--- config.mk ---
export PLATFORM = sky130hd
export DESIGN_NAME = usb_config_descriptor_endpoint_finder_unit
export DESIGN_NICKNAME = d
export VERILOG_FILES = /design/src/rtl/usbcf_pkg.sv /design/src/rtl/usb_config_descriptor_endpoint_finder_unit.sv
export SDC_FILE = /design/constraint.sdc
export NUM_CORES = 1
export LEC_CHECK = 0
export BUFFER_PORTS_ARGS = -buffer_cell sky130_fd_sc_hd__buf_2
export CAP_MARGIN = 10
export CORE_MARGIN = 2
export CORE_UTILIZATION = 40
export DETAILED_ROUTE_END_ITERATION = 8
export GPL_TIMING_DRIVEN = 0
export PLACE_DENSITY_LB_ADDON = 0.25
export SYNTH_ARGS = -nofsm -noshare
export SYNTH_HDL_FRONTEND = slang
export SYNTH_SLANG_ARGS = --single-unit
--- constraint.sdc ---
create_clock -name clk -period 14.97 [get_ports clk]
set_clock_uncertainty 0.2 [all_clocks]
set_input_delay 2.994 -clock clk [delete_from_list [all_inputs] [get_ports clk]]
set_output_delay 2.994 -clock clk [all_outputs]
set_load 0.1 [all_outputs]
--- src/rtl/usbcf_pkg.sv ---
package usbcf_pkg;

    localparam int unsigned ADDR_W = 4;

    localparam logic [7:0]  TYPE_INTERFACE = 8'd4;
    localparam logic [7:0]  TYPE_ENDPOINT  = 8'd5;
    localparam logic [7:0]  MIN_IFACE_LEN  = 8'd9;
    localparam logic [7:0]  MIN_EP_LEN     = 8'd7;
    localparam logic [1:0]  XFER_BULK      = 2'd2;
    localparam int unsigned DIR_IN_BIT     = 7;

    localparam logic [7:0]  CLASS_RST      = 8'h08;
    localparam logic [7:0]  SUBCLASS_RST   = 8'h06;
    localparam logic [7:0]  PROTOCOL_RST   = 8'h50;
    localparam logic [15:0] MAX_PKT_RST    = 16'd512;

    typedef enum logic [1:0] {
        REG_CLASS    = 2'd0,
        REG_SUBCLASS = 2'd1,
        REG_PROTOCOL = 2'd2
    } reg_idx_t;

    typedef struct packed {
        logic [7:0] desc_byte;
        logic       last_byte;
    } desc_word_t;

    typedef struct packed {
        logic        interface_found;
        logic [7:0]  interface_number;
        logic [7:0]  bulk_in_address;
        logic [7:0]  bulk_out_address;
        logic [15:0] bulk_in_max_packet;
        logic        usable;
        logic        stopped_early;
    } res_word_t;

endpackage

--- src/rtl/usb_config_descriptor_endpoint_finder_unit.sv ---
// usb configuration descriptor endpoint finder
// desc channel: one descriptor byte per word (desc_valid / desc_stall), with
//   last_byte marking the final byte of the configuration descriptor
// res channel: one result word per descriptor, issued for the word that
//   carries last_byte (res_valid / res_stall)
// apb port: wanted class, subclass and protocol at byte addresses 0, 4, 8
// each accepted byte updates the walk state in the same cycle; the result
//   appears in the output register in the cycle after the last byte is taken
// throughput is one byte per cycle while desc_stall is low, set by the single
//   state update between the byte input and the result register
// while res_stall holds a waiting result, desc_stall is raised and the
//   result word holds steady; bytes flow again once it is taken
// reset: match registers return to mass storage / scsi / bulk-only, walk
//   state clears, held max packet size returns to 512, no result pending
// after each last byte the walk state clears, max packet size is kept
module usb_config_descriptor_endpoint_finder_unit (
    input  logic                         clk,
    input  logic                         rst_n,
    input  logic                         desc_valid,
    output logic                         desc_stall,
    input  usbcf_pkg::desc_word_t        desc_word,
    output logic                         res_valid,
    input  logic                         res_stall,
    output usbcf_pkg::res_word_t         res_word,
    input  logic                         psel,
    input  logic                         penable,
    input  logic                         pwrite,
    input  logic [usbcf_pkg::ADDR_W-1:0] paddr,
    input  logic [31:0]                  pwdata,
    output logic [31:0]                  prdata,
    output logic                         pready
);

    logic [7:0]  class_reg, subclass_reg, protocol_reg;
    logic [7:0]  pos_reg, pos_next;
    logic [7:0]  len_reg, len_next;
    logic [7:0]  type_reg, type_next;
    logic        stopped_reg, stopped_next;
    logic        armed_reg, armed_next;
    logic [31:0] cap_reg, cap_next;
    logic [7:0]  ifnum_reg, ifnum_next;
    logic [7:0]  in_addr_reg, in_addr_next;
    logic [7:0]  out_addr_reg, out_addr_next;
    logic [15:0] max_pkt_reg, max_pkt_next;
    logic        res_valid_reg, res_valid_next;
    usbcf_pkg::res_word_t res_word_reg, res_word_next;

    logic                accept;
    logic                cfg_wr;
    usbcf_pkg::reg_idx_t cfg_idx;

    assign accept     = desc_valid && !desc_stall;
    assign desc_stall = res_valid_reg && res_stall;
    assign res_valid  = res_valid_reg;
    assign res_word   = res_word_reg;
    assign pready     = 1'b1;
    assign cfg_wr     = psel && penable && pwrite && pready;
    assign cfg_idx    = usbcf_pkg::reg_idx_t'(paddr[3:2]);

    always_comb
    begin
        prdata = 32'd0;
        case (cfg_idx)
            usbcf_pkg::REG_CLASS:    prdata = {24'd0, class_reg};
            usbcf_pkg::REG_SUBCLASS: prdata = {24'd0, subclass_reg};
            usbcf_pkg::REG_PROTOCOL: prdata = {24'd0, protocol_reg};
            default:                 prdata = 32'd0;
        endcase
    end

    always_ff @(posedge clk or negedge rst_n)
    begin
        if (!rst_n)
        begin
            class_reg    <= usbcf_pkg::CLASS_RST;
            subclass_reg <= usbcf_pkg::SUBCLASS_RST;
            protocol_reg <= usbcf_pkg::PROTOCOL_RST;
        end
        else if (cfg_wr)
        begin
            case (cfg_idx)
                usbcf_pkg::REG_CLASS:    class_reg    <= pwdata[7:0];
                usbcf_pkg::REG_SUBCLASS: subclass_reg <= pwdata[7:0];
                usbcf_pkg::REG_PROTOCOL: protocol_reg <= pwdata[7:0];
                default:                 ;
            endcase
        end
    end

    // byte walk and descriptor apply
    always_comb
    begin
        logic [7:0] b;
        logic       slot_en;
        logic [1:0] slot_idx;
        logic       done;

        b        = desc_word.desc_byte;
        slot_en  = 1'b0;
        slot_idx = 2'd0;
        done     = 1'b0;

        pos_next      = pos_reg;
        len_next      = len_reg;
        type_next     = type_reg;
        stopped_next  = stopped_reg;
        armed_next    = armed_reg;
        cap_next      = cap_reg;
        ifnum_next    = ifnum_reg;
        in_addr_next  = in_addr_reg;
        out_addr_next = out_addr_reg;
        max_pkt_next  = max_pkt_reg;
        res_word_next = res_word_reg;

        if (accept && !stopped_reg)
        begin
            if (pos_reg == 8'd0)
            begin
                if (b == 8'd0)
                begin
                    stopped_next = 1'b1;
                end
                else
                begin
                    len_next  = b;
                    type_next = 8'd0;
                    cap_next  = 32'd0;
                end
            end
            else if (pos_reg == 8'd1)
            begin
                type_next = b;
            end
            else
            begin
                if (type_reg == usbcf_pkg::TYPE_INTERFACE)
                begin
                    if (pos_reg == 8'd2)
                    begin
                        slot_en  = 1'b1;
                        slot_idx = 2'd0;
                    end
                    else if (pos_reg >= 8'd5 && pos_reg <= 8'd7)
                    begin
                        slot_en  = 1'b1;
                        slot_idx = 2'(pos_reg - 8'd4);
                    end
                end
                else if (pos_reg <= 8'd5)
                begin
                    slot_en  = 1'b1;
                    slot_idx = 2'(pos_reg - 8'd2);
                end
                if (slot_en)
                begin
                    cap_next[8*slot_idx +: 8] = b;
                end
            end

            if (!(pos_reg == 8'd0 && b == 8'd0))
            begin
                done = ({1'b0, pos_reg} + 9'd1) >= {1'b0, len_next};
                if (done)
                begin
                    pos_next = 8'd0;
                    if (type_next == usbcf_pkg::TYPE_INTERFACE &&
                        len_next >= usbcf_pkg::MIN_IFACE_LEN)
                    begin
                        if (cap_next[15:8] == class_reg &&
                            cap_next[23:16] == subclass_reg &&
                            cap_next[31:24] == protocol_reg)
                        begin
                            armed_next = 1'b1;
                            ifnum_next = cap_next[7:0];
                        end
                        else
                        begin
                            armed_next = 1'b0;
                        end
                    end
                    else if (type_next == usbcf_pkg::TYPE_ENDPOINT && armed_reg &&
                             len_next >= usbcf_pkg::MIN_EP_LEN)
                    begin
                        if (cap_next[9:8] == usbcf_pkg::XFER_BULK)
                        begin
                            if (cap_next[usbcf_pkg::DIR_IN_BIT])
                            begin
                                in_addr_next = cap_next[7:0];
                                max_pkt_next = cap_next[31:16];
                            end
                            else
                            begin
                                out_addr_next = cap_next[7:0];
                            end
                        end
                    end
                end
                else
                begin
                    pos_next = pos_reg + 8'd1;
                end
            end
        end

        if (accept && desc_word.last_byte)
        begin
            res_word_next.interface_found    = armed_next;
            res_word_next.interface_number   = ifnum_next;
            res_word_next.bulk_in_address    = in_addr_next;
            res_word_next.bulk_out_address   = out_addr_next;
            res_word_next.bulk_in_max_packet = max_pkt_next;
            res_word_next.usable             = armed_next && (in_addr_next != 8'd0) &&
                                               (out_addr_next != 8'd0);
            res_word_next.stopped_early      = stopped_next;

            pos_next      = 8'd0;
            len_next      = 8'd0;
            type_next     = 8'd0;
            stopped_next  = 1'b0;
            armed_next    = 1'b0;
            cap_next      = 32'd0;
            ifnum_next    = 8'd0;
            in_addr_next  = 8'd0;
            out_addr_next = 8'd0;
        end
    end

    always_comb
    begin
        if (accept && desc_word.last_byte)
        begin
            res_valid_next = 1'b1;
        end
        else if (res_stall)
        begin
            res_valid_next = res_valid_reg;
        end
        else
        begin
            res_valid_next = 1'b0;
        end
    end

    always_ff @(posedge clk or negedge rst_n)
    begin
        if (!rst_n)
        begin
            pos_reg       <= 8'd0;
            len_reg       <= 8'd0;
            type_reg      <= 8'd0;
            stopped_reg   <= 1'b0;
            armed_reg     <= 1'b0;
            cap_reg       <= 32'd0;
            ifnum_reg     <= 8'd0;
            in_addr_reg   <= 8'd0;
            out_addr_reg  <= 8'd0;
            max_pkt_reg   <= usbcf_pkg::MAX_PKT_RST;
            res_valid_reg <= 1'b0;
        end
        else
        begin
            pos_reg       <= pos_next;
            len_reg       <= len_next;
            type_reg      <= type_next;
            stopped_reg   <= stopped_next;
            armed_reg     <= armed_next;
            cap_reg       <= cap_next;
            ifnum_reg     <= ifnum_next;
            in_addr_reg   <= in_addr_next;
            out_addr_reg  <= out_addr_next;
            max_pkt_reg   <= max_pkt_next;
            res_valid_reg <= res_valid_next;
        end
    end

    always_ff @(posedge clk)
    begin
        res_word_reg <= res_word_next;
    end

endmodule

# [Word level (Yosys, flattened, before mapping)]
# Index checks and enable logic that the tools add are counted.
[totals] regBits=166 in_bits=52 out_inout_bits=78 word_cells=153
[op_classes] n_addsub=5 n_lt_le_gt_ge=6 n_eq_ne=13 shift=2 mux=79 reduce_logical=27
[op_table] op="8-bit two-way mux" count=37
[op_table] op="32-bit two-way mux" count=7
[op_table] op="16-bit two-way mux" count=7
[op_table] op="5-bit negation with 34-bit output" count=1
[op_table] op="8-bit by 34-bit variable shift with 32-bit output (first input constant)" count=1
[op_table] op="8-bit by 34-bit indexed part select with 32-bit output" count=1
[op_table] op="32-bit bitwise mux" count=1
[op_table] op="8-bit by 3-bit equality test with 1-bit output (second input constant)" count=3
[op_table] op="8-bit equality test" count=3
[op_table] op="8-bit one-hot mux with 3 select lines" count=1
[op_table] op="1-bit two-way mux" count=19
[op_table] op="8-bit by 3-bit >= comparator with 1-bit output (second input constant)" count=2
[op_table] op="8-bit by 3-bit less-or-equal comparator with 1-bit output (second input constant)" count=2
[op_table] op="8-bit zero test" count=2
[op_table] op="8-bit nonzero test" count=2
[op_table] op="1-bit logical AND" count=15
[op_table] op="2-bit two-way mux" count=7
[op_table] op="8-bit by 1-bit adder with 9-bit output (second input constant)" count=1
[op_table] op="9-bit by 8-bit >= comparator with 1-bit output" count=1
[op_table] op="8-bit by 1-bit adder with 8-bit output (second input constant)" count=1
[op_table] op="8-bit by 1-bit equality test with 1-bit output (second input constant)" count=1
[op_table] op="8-bit by 2-bit equality test with 1-bit output (second input constant)" count=1
[op_table] op="8-bit by 4-bit >= comparator with 1-bit output (second input constant)" count=1
[op_table] op="2-bit AND reduction" count=4
[op_table] op="other kinds (8)" count=11

# [Longest topological paths before layout]
[logic_depth] word_depth=25 mapped_depth=22 mapped_depth_nobuf=19

# [Worst setup path after synthesis]
# Ideal clock, no wire load.
[synth_path] path_type="input to output" start="in paddr[3] in the netlist's numbering" end="out prdata[0]" t_arrival_ns=5.644 t_required_ns=11.776 slack_ns=6.132 stages=3 path_buffers=1 cell_sequence="clkbuf_1 -> mux2i_1 -> o21ai_0"
[synth_via] elab_chain_len=2 elab_cells_between_ends=4 classes_between="2 x eq/ne; 1 x mux; 1 x reduce/logical"
[synth_rtl] element="from (decl)" line_no="usb_config_descriptor_endpoint_finder_unit.sv:28" text="input logic [usbcf_pkg::ADDR_W-1:0] paddr,"
[synth_rtl] element="2-bit equality test, or another cell as far along" line_no="usb_config_descriptor_endpoint_finder_unit.sv:63" text="case (cfg_idx)"
[synth_rtl] element="8-bit one-hot mux with 3 select lines (*)" line_no="usb_config_descriptor_endpoint_finder_unit.sv:63"
[synth_rtl] element="to (decl)" line_no="usb_config_descriptor_endpoint_finder_unit.sv:30" text="output logic [31:0] prdata,"
# Mark *: on every way between the ends. The rest lies on a longest branch, timed or not.

# [Final worst setup path]
[layout_path] start="in desc_word[7] in the netlist's numbering" end="reg res_word_reg (netlist bit res_word[4]), data pin"
[layout_via] elab_chain_len=13 elab_cells_between_ends=32 classes_between="3 x order compare; 3 x eq/ne; 1 x shift; 20 x mux; 5 x reduce/logical"
[layout_rtl] element="from (decl)" line_no="usb_config_descriptor_endpoint_finder_unit.sv:21" text="input usbcf_pkg::desc_word_t desc_word,"
[layout_rtl] element="8-bit by 34-bit indexed part select with 32-bit output" line_no="usb_config_descriptor_endpoint_finder_unit.sv:156" text="cap_next[8*slot_idx +: 8] = b;"
[layout_rtl] element="32-bit bitwise mux" line_no="usb_config_descriptor_endpoint_finder_unit.sv:156"
[layout_rtl] element="32-bit two-way mux" line_no="usb_config_descriptor_endpoint_finder_unit.sv:154" text="if (slot_en)"
[layout_rtl] element="32-bit two-way mux" line_no="usb_config_descriptor_endpoint_finder_unit.sv:130" text="else if (pos_reg == 8'd1)"
[layout_rtl] element="32-bit two-way mux" line_no="usb_config_descriptor_endpoint_finder_unit.sv:117" text="if (pos_reg == 8'd0)"
[layout_rtl] element="32-bit two-way mux" line_no="usb_config_descriptor_endpoint_finder_unit.sv:115" text="if (accept && !stopped_reg)"
[layout_rtl] element="2-bit equality test or 16-bit two-way mux (tied branches)" line_no="usb_config_descriptor_endpoint_finder_unit.sv:184, usb_config_descriptor_endpoint_finder_unit.sv:186"
[layout_rtl] element="16-bit two-way mux" line_no="usb_config_descriptor_endpoint_finder_unit.sv:184" text="if (cap_next[9:8] == usbcf_pkg::XFER_BULK)"
[layout_rtl] element="16-bit two-way mux" line_no="usb_config_descriptor_endpoint_finder_unit.sv:181" text="else if (type_next == usbcf_pkg::TYPE_ENDPOINT && armed_reg &&"
[layout_rtl] element="16-bit two-way mux" line_no="usb_config_descriptor_endpoint_finder_unit.sv:166" text="if (type_next == usbcf_pkg::TYPE_INTERFACE &&"
[layout_rtl] element="16-bit two-way mux" line_no="usb_config_descriptor_endpoint_finder_unit.sv:163" text="if (done)"
[layout_rtl] element="16-bit two-way mux (*)" line_no="usb_config_descriptor_endpoint_finder_unit.sv:160" text="if (!(pos_reg == 8'd0 && b == 8'd0))"
[layout_rtl] element="16-bit two-way mux (*)" line_no="usb_config_descriptor_endpoint_finder_unit.sv:115"
[layout_rtl] element="named net max_pkt_next[2]" line_no="usb_config_descriptor_endpoint_finder_unit.sv:44" text="logic [15:0] max_pkt_reg, max_pkt_next;"
[layout_rtl] element="to (signal assigned)" line_no="usb_config_descriptor_endpoint_finder_unit.sv:278" text="res_word_reg <= res_word_next;"
[layout_rtl] element="to (decl)" line_no="usb_config_descriptor_endpoint_finder_unit.sv:46" text="usbcf_pkg::res_word_t res_word_reg, res_word_next;"
# The timed path passes the listed nets; every way through them passes the cells marked *. The select of a mux whose other input is x is not followed.
# A chain may end at the register's enable or synchronous reset.

==> results.py <==
metrics = {
    "drt": {
        "wl_per_cell_um": 19.6,
        "vias_per_cell": 5.71,
        "drtAntennaViolNets": 0,
        "wl_um": 25000,
        "dr.pass1.iters": 5,
        "routed-via-count": 7266,
        "drc": 0,
        "drt_iter0_drc": 844,
    },
    "cts": {
        "htree_num_levels": 4,
        "clk_pin_slew_ns": 0.07,
        "clock_latency_ns": 0.44,
        "cts.path.max_buffers": 2,
        "cts.sinks": 166,
        "root_buffer": "clkbuf_16",
        "numCtsBuffers": 17,
        "holdBufCountCts": 0,
        "ctsResizeCount": 0,
        "post-cts-setup-buffer-count": 0,
        "cts_tree": "done",
    },
    "setup_path": {
        "worstSetupEndpointType": "register",
        "critPathMaxStageDelay_ns": 0.58,
        "crit_type": "in -> reg",
        "crit_fanout": 10,
        "path_cells": "clkbuf_1 > or4_1 > clkbuf_1 > o2111ai_1 > buf_2 > buf_2 > buf_1 > and2_1 > a21oi_1 > ha_1 > a211oi_1 > nand2_1 > a221oi_1 > a2bb2oi_1 > nand2_1 > nand4b_1 > clkbuf_1 > clkbuf_1 > nand2_1 > o21ai_0",
        "cp_data_required_time_ns": 15.00,
        "startpoint_type": "input pin",
        "cp_slowest_cell": "o2111ai_1",
        "cp_common_cell": "clkbuf_1",
        "crit_arrival_ns": 9.03,
    },
    "finish": {
        "final_nets": 1048,
        "largest_register_ffs": 43,
        "n_antenna_cell": 0,
        "drive_gt1_frac": 0.222,
        "num-fill-cells": 2035,
        "syn_to_final_growth_pct": 16.0,
        "final_cell_count_no_fill": 1272,
    },
    "global_routing": {
        "grtUsageTotal": 0.214,
        "globalRouteOverflowTotal": 0,
        "grt_pass1_wl_um": 39500,
        "grt_max_degree": 85,
        "grt_pass1_vias": 6913,
        "grtUsageMet1": 0.303,
        "use_met2": 0.333,
        "antenna_found_initial": 0,
        "grt_busiest_layer": "met2",
        "gr-usage-met3": 0.0414,
    },
    "floorplanning": {
        "die_w_um": 153,
        "start_util": 0.408,
        "die_y_um": 153,
        "core-area_um2": 21900,
        "row_count": 54,
        "ios": 130,
        "fp.dieArea_um2": 23500,
    },
    "run": {
        "maxCapViolations": 0,
    },
    "placement": {
        "port_buffers": 76,
        "dpl_worst_slack_ns": 5.53,
        "dp_cells": 1239,
        "dp.final_hpwl_um": 18100,
        "routabilityCongestion": 0.976,
    },
    "timing": {
        "period_minus_slack_ns": 8.99,
        "setup_tns_ns": 0,
        "worst_slew_pin_slew_ns": 1.14,
        "rsz0062_at_grt": "no",
        "maxSlewViolCount": 0,
        "hold_viol": 0,
        "setup_viol": 0,
        "relSlewSlack": 0.232,
        "fin_crit_sh": 0.601,
        "fmax_ghz": 0.111,
        "setup_slack_ns": 5.98,
    },
    "power_and_ir_drop": {
        "power_density_nw_per_um2": 124,
        "internal_power_uw": 801,
        "irDropWorstVdd_v": 0.0000719,
        "clkPwrFrac": 0.332,
        "swShare": 0.376,
        "pwr-share-seq": 0.406,
        "p_leak_uw": 0.00462,
        "combPwrFrac": 0.262,
        "power.switching_uw": 482,
    },
    "run_status": {
        "status": "completed",
    },
    "logic_synthesis": {
        "yosysSeqAreaShare": 0.490,
        "synth-seq-cells": 166,
        "async_reset_ff_frac": 0.741,
        "synth_ff_type": "dfrtp_1",
        "synthCells": 858,
        "synth_area_um2": 8920,
        "ys_warn_count": 0,
        "avgSynthCellArea_um2": 10.4,
        "synth_cell_types": 77,
        "synth-edff-count": 43,
    },
    "hold_path": {
        "hp-class": "reg -> reg",
    },
}
==> metrics by stage <==
stage / hold WS, ns / power [uW] / util / instance area, um2
2_1_floorplan: 0.250 / 773 / - / 9010
3_3_place_gp: 0.261 / 858 / 0.445 / 9740
3_5_place_dp: 0.271 / 862 / 0.447 / 9780
4_1_cts: 0.287 / 1290 / 0.473 / 10300
5_1_grt: 0.306 / 1330 / 0.473 / 10300
6_report: 0.286 / 1280 / 0.473 / 10300
==> cell usage in the layout, fill, tap and decap left out, types with 5 or more instances in the layout <==
master     synthesis  layout
dfrtp_1          117     117
nand2_1          102     102
buf_2              7      83
o21ai_0           58      58
mux2_2            43      43
edfxtp_1          43      43
nor2_1            37      37
clkbuf_1          34      34
a22o_1            34      34
and2_1            29      29
buf_4             26      27
a31oi_1           25      25
conb_1             2      25
nand3_1           24      24
a21oi_1           20      20
nor3_1            20      20
ha_1              17      17
clkbuf_16          0      17
and3_1            16      16
mux2i_1           13      13
inv_1             12      12
nor4_1            12      12
nand2b_1           9       9
a32o_1             9       9
or3_1              9       9
nor2b_1            8       8
xnor2_1            8       8
o21a_1             8       8
or4_1              6       6
xor2_1             6       6
or2_2              6       6
a211oi_1           6       6
o31ai_1            6       6
dfstp_2            6       6
inv_6              0       6
mux2_4             5       5
a22oi_1            5       5
==> power groups by stage <==
stage / logic, uW / registers [uW] / clock network, uW
floorplan: 222 / 551 / 0
global placement: 328 / 529 / 0
detailed placement: 332 / 530 / 0
CTS: 333 / 521 / 431
global route: 360 / 525 / 448
finish: 337 / 521 / 425
==> layout make-up <==
type                            count  area [um2]  area share
Buffer                             71         373      0.0360
Clock buffer                       17         425      0.0411
Clock inverter                     15         136      0.0132
Inverter                           13        50.0     0.00484
Multi-Input combinational cell    631        4210       0.407
Sequential cell                   166        4380       0.423
Tap cell                          280         350      0.0338
Timing Repair Buffer               79         427      0.0412
==> logic make-up after synthesis <==
kind of cell	after synthesis	share of synthesized area
xor+xnor	14	0.0137
flops	166	0.490
mux	61	0.0773
other cells	2	0.000842
compound gates	210	0.164
fa+ha+maj	17	0.0238
buf+inv	84	0.0473
simple gates	304	0.182
==> worst max-delay path, delay by kind of cell <==
kind                       cells  cell delay [ns]
buffers and inverters          7             2.50
adders and majority gates      1             0.36
and+or+nand+nor                6             1.51
AOI/OAI and AO/OA              6             1.65
==> path summary, 6_finish.rpt <==
kind,startpoint,to,slack (ns),depth (start not counted)
max in group asynchronous,rst_n,len_reg[2]$_DFFE_PN0P_,11.53,2
setup / recovery,desc_word[7],res_word[4]$_DFFE_PP_,5.98,20
min in group asynchronous,rst_n,protocol_reg[3]$_DFFE_PN0P_,2.27,1
hold reg to reg,cap_reg[22]$_DFFE_PN0P_,cap_reg[22]$_DFFE_PN0P_,0.29,2
hold / removal,cap_reg[22]$_DFFE_PN0P_,cap_reg[22]$_DFFE_PN0P_,0.29,2
setup reg to reg,pos_reg[0]$_DFFE_PN0P_,res_word[4]$_DFFE_PP_,8.26,21
==> layer usage <==
metal | wire length [um] | part of all wire
met1 | 11300 | 0.45
met4 | 597 | 0.024
met3 | 1580 | 0.063
met5 | 0 | 0
met2 | 11500 | 0.46
==> cell usage after synthesis, drive strengths merged, types with 8 or more instances <==
master	count	area [um2]
buf	37	245
xnor2	8	70.1
dfrtp	117	2930
nor3	20	100
inv	12	45.0
nor2	37	139
o21ai	61	305
edfxtp	43	1290
clkbuf	34	128
o21a	8	60.1
mux2i	13	130
nand2b	9	56.3
mux2	48	559
nand2	102	383
a31oi	25	156
nor2b	8	50.1
or3	9	56.3
nand3	25	130
a21oi	21	109
nor4	16	143
and2	29	181
a22o	34	298
and3	16	100
ha	17	213
a32o	9	90.1
Power figures use the tool's default switching activity.
